**src/hw/rtl/hsv2rgb_pkg.sv**
```systemverilog
`default_nettype none

package hsv2rgb_pkg;

  // Field widths.
  localparam int unsigned ChanW   = 8;   // one color channel, saturation, brightness
  localparam int unsigned HueW    = 9;   // hue in whole degrees
  localparam int unsigned ProdW   = 16;  // chroma and offset, units of 1/65025
  localparam int unsigned DistW   = 6;   // distance of hue mod 120 from 60
  localparam int unsigned SectW   = 3;   // color wheel sector
  localparam int unsigned ScaledW = 22;  // channel values at 60 times scale

  localparam logic [ChanW-1:0] BrightReset = 8'd255;
  localparam logic [DistW-1:0] HalfSector  = 6'd60;

  // The final division by 15300 is a shift by two and then a division by 3825,
  // done as a multiplication by a rounded-up reciprocal of 2^32 / 3825.
  localparam int unsigned QuotW      = ScaledW - 2;
  localparam int unsigned RecipW     = 21;
  localparam int unsigned RecipShift = 32;
  localparam logic [RecipW-1:0] Recip3825 = 21'd1122868;

  // Color wheel sectors, in order of hue.
  localparam logic [SectW-1:0] SectRedYellow    = 3'd0;
  localparam logic [SectW-1:0] SectYellowGreen  = 3'd1;
  localparam logic [SectW-1:0] SectGreenCyan    = 3'd2;
  localparam logic [SectW-1:0] SectCyanBlue     = 3'd3;
  localparam logic [SectW-1:0] SectBlueMagenta  = 3'd4;
  localparam logic [SectW-1:0] SectMagentaRed   = 3'd5;

  typedef struct packed {
    logic [ProdW-1:0] chroma;
    logic [ProdW-1:0] offset;
    logic [DistW-1:0] hue_dist;
    logic [SectW-1:0] sector;
  } prep_t;

  typedef struct packed {
    logic [ScaledW-1:0] c60;
    logic [ScaledW-1:0] x60;
    logic [ScaledW-1:0] m60;
    logic [SectW-1:0]   sector;
  } scale_t;

  typedef struct packed {
    logic [ScaledW-1:0] red;
    logic [ScaledW-1:0] green;
    logic [ScaledW-1:0] blue;
  } mix_t;

endpackage

`default_nettype wire

```
**src/hw/rtl/hsv2rgb_prep.sv**
```systemverilog
`default_nettype none

module hsv2rgb_prep (
  input  wire                                clk_i,
  input  wire                                rst_ni,
  input  wire                                valid_i,
  input  wire  [hsv2rgb_pkg::HueW-1:0]       hue_i,
  input  wire  [hsv2rgb_pkg::ChanW-1:0]      saturation_i,
  input  wire  [hsv2rgb_pkg::ChanW-1:0]      brightness_i,
  output hsv2rgb_pkg::prep_t                 prep_o
);
  import hsv2rgb_pkg::*;

  localparam logic [HueW-1:0] Deg60  = 9'd60;
  localparam logic [HueW-1:0] Deg120 = 9'd120;
  localparam logic [HueW-1:0] Deg180 = 9'd180;
  localparam logic [HueW-1:0] Deg240 = 9'd240;
  localparam logic [HueW-1:0] Deg300 = 9'd300;
  localparam logic [HueW-1:0] Deg360 = 9'd360;
  localparam logic [HueW-1:0] Deg480 = 9'd480;

  logic [HueW-1:0]  base;
  logic [6:0]       rem;
  logic [6:0]       dist_wide;
  logic [SectW-1:0] sector;
  logic [ProdW-1:0] chroma;
  logic [ProdW-1:0] full;
  prep_t            prep_d, prep_q;

  always_comb begin
    if (hue_i < Deg120) begin
      base = '0;
    end else if (hue_i < Deg240) begin
      base = Deg120;
    end else if (hue_i < Deg360) begin
      base = Deg240;
    end else if (hue_i < Deg480) begin
      base = Deg360;
    end else begin
      base = Deg480;
    end

    if (hue_i < Deg60) begin
      sector = SectRedYellow;
    end else if (hue_i < Deg120) begin
      sector = SectYellowGreen;
    end else if (hue_i < Deg180) begin
      sector = SectGreenCyan;
    end else if (hue_i < Deg240) begin
      sector = SectCyanBlue;
    end else if (hue_i < Deg300) begin
      sector = SectBlueMagenta;
    end else begin
      sector = SectMagentaRed;
    end
  end

  assign rem       = 7'(hue_i - base);
  assign dist_wide = (rem >= 7'(HalfSector)) ? (rem - 7'(HalfSector))
                                             : (7'(HalfSector) - rem);
  assign chroma    = ProdW'(brightness_i) * ProdW'(saturation_i);
  // Brightness times 255, the value of a fully lit gray.
  assign full      = {brightness_i, 8'd0} - ProdW'(brightness_i);

  always_comb begin
    prep_d.chroma   = chroma;
    prep_d.offset   = full - chroma;
    prep_d.hue_dist = dist_wide[DistW-1:0];
    prep_d.sector   = sector;
  end

  always_ff @(posedge clk_i) begin
    if (valid_i) begin
      prep_q <= prep_d;
    end
  end

  assign prep_o = prep_q;

  a_dist_range: assert property (@(posedge clk_i) disable iff (!rst_ni)
    $past(valid_i) |-> (prep_q.hue_dist <= HalfSector && prep_q.sector <= SectMagentaRed))
    else $error("hue distance or sector out of range");

endmodule

`default_nettype wire

```
**src/hw/rtl/hsv2rgb_scale.sv**
```systemverilog
`default_nettype none

module hsv2rgb_scale (
  input  wire                  clk_i,
  input  wire                  valid_i,
  input  hsv2rgb_pkg::prep_t   prep_i,
  output hsv2rgb_pkg::scale_t  scale_o
);
  import hsv2rgb_pkg::*;

  scale_t scale_d, scale_q;

  always_comb begin
    scale_d.c60    = ScaledW'(prep_i.chroma) * ScaledW'(HalfSector);
    scale_d.x60    = ScaledW'(prep_i.chroma) * ScaledW'(HalfSector - prep_i.hue_dist);
    scale_d.m60    = ScaledW'(prep_i.offset) * ScaledW'(HalfSector);
    scale_d.sector = prep_i.sector;
  end

  always_ff @(posedge clk_i) begin
    if (valid_i) begin
      scale_q <= scale_d;
    end
  end

  assign scale_o = scale_q;

endmodule

`default_nettype wire

```
**src/hw/rtl/hsv2rgb_mix.sv**
```systemverilog
`default_nettype none

module hsv2rgb_mix (
  input  wire                  clk_i,
  input  wire                  valid_i,
  input  hsv2rgb_pkg::scale_t  scale_i,
  output hsv2rgb_pkg::mix_t    mix_o
);
  import hsv2rgb_pkg::*;

  logic [ScaledW-1:0] r, g, b;
  mix_t               mix_d, mix_q;

  always_comb begin
    case (scale_i.sector)
      SectRedYellow: begin
        r = scale_i.c60; g = scale_i.x60; b = '0;
      end
      SectYellowGreen: begin
        r = scale_i.x60; g = scale_i.c60; b = '0;
      end
      SectGreenCyan: begin
        r = '0; g = scale_i.c60; b = scale_i.x60;
      end
      SectCyanBlue: begin
        r = '0; g = scale_i.x60; b = scale_i.c60;
      end
      SectBlueMagenta: begin
        r = scale_i.x60; g = '0; b = scale_i.c60;
      end
      default: begin
        r = scale_i.c60; g = '0; b = scale_i.x60;
      end
    endcase
    mix_d.red   = r + scale_i.m60;
    mix_d.green = g + scale_i.m60;
    mix_d.blue  = b + scale_i.m60;
  end

  always_ff @(posedge clk_i) begin
    if (valid_i) begin
      mix_q <= mix_d;
    end
  end

  assign mix_o = mix_q;

endmodule

`default_nettype wire

```
**src/hw/rtl/hsv2rgb_div.sv**
```systemverilog
`default_nettype none

module hsv2rgb_div (
  input  wire                                clk_i,
  input  wire                                valid_i,
  input  wire  [hsv2rgb_pkg::ScaledW-1:0]    num_i,
  output logic [hsv2rgb_pkg::ChanW-1:0]      quot_o
);
  import hsv2rgb_pkg::*;

  localparam int unsigned FullW = QuotW + RecipW;

  logic [FullW-1:0] prod;
  logic [ChanW-1:0] quot_q;

  // The quotient never exceeds 255, so the bits above the channel are zero.
  assign prod = FullW'(num_i[ScaledW-1:2]) * FullW'(Recip3825);

  always_ff @(posedge clk_i) begin
    if (valid_i) begin
      quot_q <= prod[RecipShift +: ChanW];
    end
  end

  assign quot_o = quot_q;

endmodule

`default_nettype wire

```
**src/hw/rtl/hsv_to_rgb_color_unit.sv**
```systemverilog
// HSV to RGB converter, four register stages deep.
// An accepted word passes through the prep, scale, mix and divide registers to the
// result ports, where valid_o marks it.
// Throughput: one word per cycle; busy is never raised and the receiver cannot stall.
// Reset (rst_ni low, asynchronous) clears the stage valid bits and sets brightness to 255.
// Configuration writes are always ready and take effect for words accepted afterwards.
`default_nettype none

module hsv_to_rgb_color_unit (
  input  wire                                clk_i,
  input  wire                                rst_ni,
  // Configuration write channel: brightness.
  input  wire                                cfg_valid_i,
  output logic                               cfg_ready_o,
  input  wire  [hsv2rgb_pkg::ChanW-1:0]      cfg_data_i,
  // Command side.
  input  wire                                start,
  output logic                               busy,
  input  wire  [hsv2rgb_pkg::HueW-1:0]       hue_i,
  input  wire  [hsv2rgb_pkg::ChanW-1:0]      saturation_i,
  // Result side, one strobe per word.
  output logic                               valid_o,
  output logic [hsv2rgb_pkg::ChanW-1:0]      red_o,
  output logic [hsv2rgb_pkg::ChanW-1:0]      green_o,
  output logic [hsv2rgb_pkg::ChanW-1:0]      blue_o
);
  import hsv2rgb_pkg::*;

  // The pipeline moves every cycle, so it never has to refuse a word.
  logic             accept;
  logic [ChanW-1:0] bright_q;
  logic [3:0]       valid_q, valid_d;
  prep_t            prep;
  scale_t           scale;
  mix_t             mix;

  assign busy        = 1'b0;
  assign cfg_ready_o = 1'b1;
  assign accept      = start && !busy;

  // Brightness register. The user must only rewrite it while no word is in flight; the block does not enforce this.
  always_ff @(posedge clk_i or negedge rst_ni) begin
    if (!rst_ni) begin
      bright_q <= BrightReset;
    end else if (cfg_valid_i && cfg_ready_o) begin
      bright_q <= cfg_data_i;
    end
  end

  // One valid bit per stage travels alongside the data.
  assign valid_d = {valid_q[2:0], accept};

  always_ff @(posedge clk_i or negedge rst_ni) begin
    if (!rst_ni) begin
      valid_q <= '0;
    end else begin
      valid_q <= valid_d;
    end
  end

  // Stage 1: chroma, gray offset, distance from the sector middle and sector.
  hsv2rgb_prep u_prep (
    .clk_i        (clk_i),
    .rst_ni       (rst_ni),
    .valid_i      (accept),
    .hue_i        (hue_i),
    .saturation_i (saturation_i),
    .brightness_i (bright_q),
    .prep_o       (prep)
  );

  // Stage 2: everything is scaled by 60 so the secondary component stays exact.
  hsv2rgb_scale u_scale (
    .clk_i   (clk_i),
    .valid_i (valid_q[0]),
    .prep_i  (prep),
    .scale_o (scale)
  );

  // Stage 3: the sector routes the components to channels, and the offset is added.
  hsv2rgb_mix u_mix (
    .clk_i   (clk_i),
    .valid_i (valid_q[1]),
    .scale_i (scale),
    .mix_o   (mix)
  );

  // Stage 4: each channel is divided by 15300 and truncated.
  hsv2rgb_div u_div_red (
    .clk_i   (clk_i),
    .valid_i (valid_q[2]),
    .num_i   (mix.red),
    .quot_o  (red_o)
  );

  hsv2rgb_div u_div_green (
    .clk_i   (clk_i),
    .valid_i (valid_q[2]),
    .num_i   (mix.green),
    .quot_o  (green_o)
  );

  hsv2rgb_div u_div_blue (
    .clk_i   (clk_i),
    .valid_i (valid_q[2]),
    .num_i   (mix.blue),
    .quot_o  (blue_o)
  );

  assign valid_o = valid_q[3];

  a_result_follows: assert property (@(posedge clk_i) disable iff (!rst_ni)
    accept |-> ##4 valid_o)
    else $error("accepted word produced no result");

  a_no_spurious: assert property (@(posedge clk_i) disable iff (!rst_ni)
    !accept |-> ##4 !valid_o)
    else $error("result strobe without an accepted word");

  a_never_busy: assert property (@(posedge clk_i) disable iff (!rst_ni)
    !busy)
    else $error("busy raised on a pipeline that never stalls");

endmodule

`default_nettype wire

```
**config.mk**
```make
export PLATFORM = sky130hd
export DESIGN_NAME = hsv_to_rgb_color_unit
export DESIGN_NICKNAME = d
export VERILOG_FILES = /design/src/hw/rtl/hsv2rgb_pkg.sv /design/src/hw/rtl/hsv2rgb_prep.sv /design/src/hw/rtl/hsv2rgb_scale.sv /design/src/hw/rtl/hsv2rgb_mix.sv /design/src/hw/rtl/hsv2rgb_div.sv /design/src/hw/rtl/hsv_to_rgb_color_unit.sv
export SDC_FILE = /design/constraint.sdc
export NUM_CORES = 2
export LEC_CHECK = 0
export ABC_AREA = 1
export BUFFER_PORTS_ARGS = -buffer_cell sky130_fd_sc_hd__buf_2
export CORE_MARGIN = 2
export CORE_UTILIZATION = 50
export CTS_BUF_LIST = sky130_fd_sc_hd__clkbuf_8
export DETAILED_ROUTE_END_ITERATION = 12
export PLACE_DENSITY_LB_ADDON = 0.15
export SLEW_MARGIN = 10
export SYNTH_ARGS = -nofsm -noshare
export SYNTH_HDL_FRONTEND = slang
export SYNTH_SLANG_ARGS = --single-unit
```
**constraint.sdc**
```tcl
create_clock -name clk_i -period 8.4 [get_ports clk_i]
set_input_delay 2.1 -clock clk_i [delete_from_list [all_inputs] [get_ports clk_i]]
set_output_delay 2.1 -clock clk_i [all_outputs]
set_load 0.01 [all_outputs]
```
==> metrics.json <==
{
  "outcome": {
    "status": "finished, final reports clean"
  },
  "grt": {
    "via_count_of_the_first_global_routing_pass": 29456,
    "grt_pass1_wl_um": 150000,
    "global_route.usage.total_pct": 24.0,
    "globalRouteOverflowTotal": 0,
    "antenna_found_initial": 1,
    "largest_net_degree_at_the_start_of_global_routing": 65
  },
  "routing": {
    "met3WireLength_um": 2960,
    "post_route_drc_violation_count": 0,
    "totalWireLength_um": 88200,
    "met1Wirelength_um": 42000,
    "via_per_inst": 5.13,
    "routedWlPerCell_um": 15.7,
    "ant_nets": 0,
    "num_vias": 28764,
    "drt_iter0_markers": 1660,
    "drtPass1Iterations": 6,
    "highest-signal-layer": "met4",
    "met2_wirelength_from_detailed_routing_um": 41200
  },
  "timing": {
    "grt_setup_unrepaired": "no",
    "final.setup.tns_ps": 0,
    "tightestPinTransition_ps": 1050,
    "clock.fmax_ghz": 0.141,
    "slew_headroom_pct": 30.1,
    "timing.final.max_slew_violations": 0,
    "layout_worst_path_cycle_share_pct": 84.3,
    "final_period_minus_worst_setup_slack_ps": 7080,
    "fin_worst_skew_ps": 33.7,
    "setup-violations-final": 0,
    "post-route-worst-setup-slack_ps": 1320,
    "hold_viol_final": 0
  },
  "yosys": {
    "synth-seq-area-share_pct": 15.7,
    "synthDistinctLibCells": 54,
    "ys_async_sr_fraction_pct": 6.00,
    "synth_seq_cells": 200,
    "synth_cells": 4584,
    "syn-num-nets": 5759,
    "yosys_warnings": 0,
    "post_synth_most_frequent_cells": "1171 x inv_1, 837 x nand2_1, 713 x ha_1, 433 x fa_1, 268 x nor2_1",
    "synth_area_mm2": 0.0379,
    "synth_top_area_share_pct": 23.5,
    "synthFlopType": "edfxtp_1",
    "synthDominantAreaCellType": "ha_1",
    "synth_top_cells_by_area": "ha_1 24%, fa_1 23%, edfxtp_1 15%",
    "number_of_synthesized_flops_with_an_enable_pin": 188,
    "synthMostInstantiatedCell": "inv_1",
    "avgSynthCellArea_um2": 8.26
  },
  "clocking": {
    "clock_tree.buffer_depth": 2,
    "cts_root_buf": "clkbuf_8",
    "clk-insertion-delay-late_ps": 610,
    "numCtsBuffers": 17,
    "cts.sink_count": 200,
    "path_clk_slew_ps": 140,
    "cts_tree": "built",
    "cts_setup_buffers": 0,
    "post_cts_hold_buffer_count": 0,
    "clock_tree.htree_level_count": 4,
    "cts_repair_resize_count": 0
  },
  "critical_path": {
    "critPathMaxFanout": 15,
    "worst_ep_arrival_time_ps": 7440,
    "crit_path_frequent_cell": "fa_1",
    "timing.critical_path.slowest_stage_cell": "edfxtp_1",
    "critical_path.endpoint_type": "flip-flop",
    "crit_path_start_kind": "flip-flop",
    "cp_data_required_time_ps": 8760,
    "critical_path_class": "flip-flop to flip-flop",
    "slowest_delay_ps": 750,
    "worstPathCellList": "inv_1 > ha_1 > nor2_1 > nand2_4 > inv_2 > nand2_1 > fa_1 > fa_1 > inv_1 > fa_1 > fa_1 > fa_1 > inv_1 > fa_1 > inv_1 > ha_1 > a21oi_1 > o21bai_1 > a21oi_1 > nand2_1 > nor2_1 > inv_1 > nand2_1 > nand2_1"
  },
  "die": {
    "start_util_pct": 50.7,
    "placeable_core_region_mm2": 0.0747,
    "dieArea_mm2": 0.0780,
    "die_w_um": 279,
    "chipHeight_um": 279,
    "io_pins": 56,
    "rows": 100
  },
  "place": {
    "count_of_buffers_inserted_at_the_top_level_ports": 53,
    "dp_slack_ps": 906,
    "placed_wire_length_estimate_um": 76700,
    "globalplace.congestion": 0.951
  },
  "final_layout": {
    "post_route_cells_drive_above_1_share_pct": 2.70,
    "num-fill-cells": 7151,
    "area_delta_synth_final_pct": 4.74,
    "layout.core_utilization_pct": 53.1,
    "num-nets-final": 5798
  },
  "worst_hold_path": {
    "hold_path.class": "flip-flop to flip-flop"
  },
  "flow_run": {
    "drv_cap": 0
  }
}
-- cells in the final DEF (no fill, tap or decap), types with 17 or more instances in the layout --
cell type,netlist,final
a21o_1,23,23
a21oi_1,240,240
buf_2,10,53
clkbuf_8,0,17
edfxtp_1,188,188
fa_1,433,433
ha_1,713,713
inv_1,1171,1171
nand2_1,837,837
nand3_1,138,138
nand4_1,38,38
nor2_1,268,268
nor3_1,41,41
o21ai_0,116,116
o21bai_1,22,22
o22ai_1,60,60
xnor2_1,37,37
xor2_1,105,105
-- area by class of cell --
cell class	instances	area (µm²)	share of cell area, %
well taps	969	1210	3.06
repair buffers	57	295	0.744
clock buffers	17	234	0.590
flip-flops and latches	200	5960	15.0
clock inverters	15	216	0.546
multi-input cells	3174	27400	68.9
diodes	1	2.50	0.00631
inverters	1173	4400	11.1
-- worst max-delay path: cells and delay by family (launching register included) --
family / cells / cell delay [ps]
AO/OA/AOI/OAI: 3 / 540
buffers and inverters: 6 / 870
AND/OR/NAND/NOR: 7 / 840
flip-flops: 1 / 750
adder cells (fa/ha/maj): 8 / 3850
-- state kept, by name, summed over array words and instances (netlist names) --
register / flops
u_div_red.quot_o: 8
u_mix.mix_o: 60
u_prep.prep_o: 41
u_scale.scale_o: 63
bright_q: 8
u_div_blue.quot_o: 8
u_div_green.quot_o: 8
valid_q: 4
-- per-layer routing --
metal	global-route usage, %	up-vias
met5	0	-
met4	6.37	0
met3	2.31	116
met2	40.3	548
met1	33.1	13567
li1	-	14533
-- logic make-up after synthesis --
family	after synthesis	share of synthesized area, %
AO/OA/AOI/OAI	521	7.76
XOR/XNOR	142	3.28
adder cells (fa/ha/maj)	1146	46.4
buffers and inverters	1210	12.1
flip-flops	200	15.7
other	2	0.0198
AND/OR/NAND/NOR	1363	14.7
-- stage by stage --
step | hold WS, ps | cells | cell area [µm²]
after floorplan | 400 | 4584 | 37900
after global placement | 466 | 5573 | 39200
after detailed placement | 486 | 5573 | 39200
after CTS | 515 | 5605 | 39700
after global routing | 533 | 5606 | 39700
final | 497 | 5606 | 39700
-- worst paths after layout --
path / cells after the start / slack, ps / end / startpoint
max: 24 / 1320 / u_scale.scale_o[46] / u_prep.prep_o[3]
min: 0 / 500 / u_scale.scale_o[1] / u_prep.prep_o[1]
max reg2reg: 24 / 1320 / u_scale.scale_o[46] / u_prep.prep_o[3]
min reg2reg: 0 / 500 / u_scale.scale_o[1] / u_prep.prep_o[1]
max in group asynchronous: 1 / 6780 / valid_q[2] / rst_ni
min in group asynchronous: 1 / 1380 / valid_q[3] / rst_ni
Power is left out: the tool's default activity adds up to more than one toggle a clock period on the data nets, which glitch-free logic cannot reach.
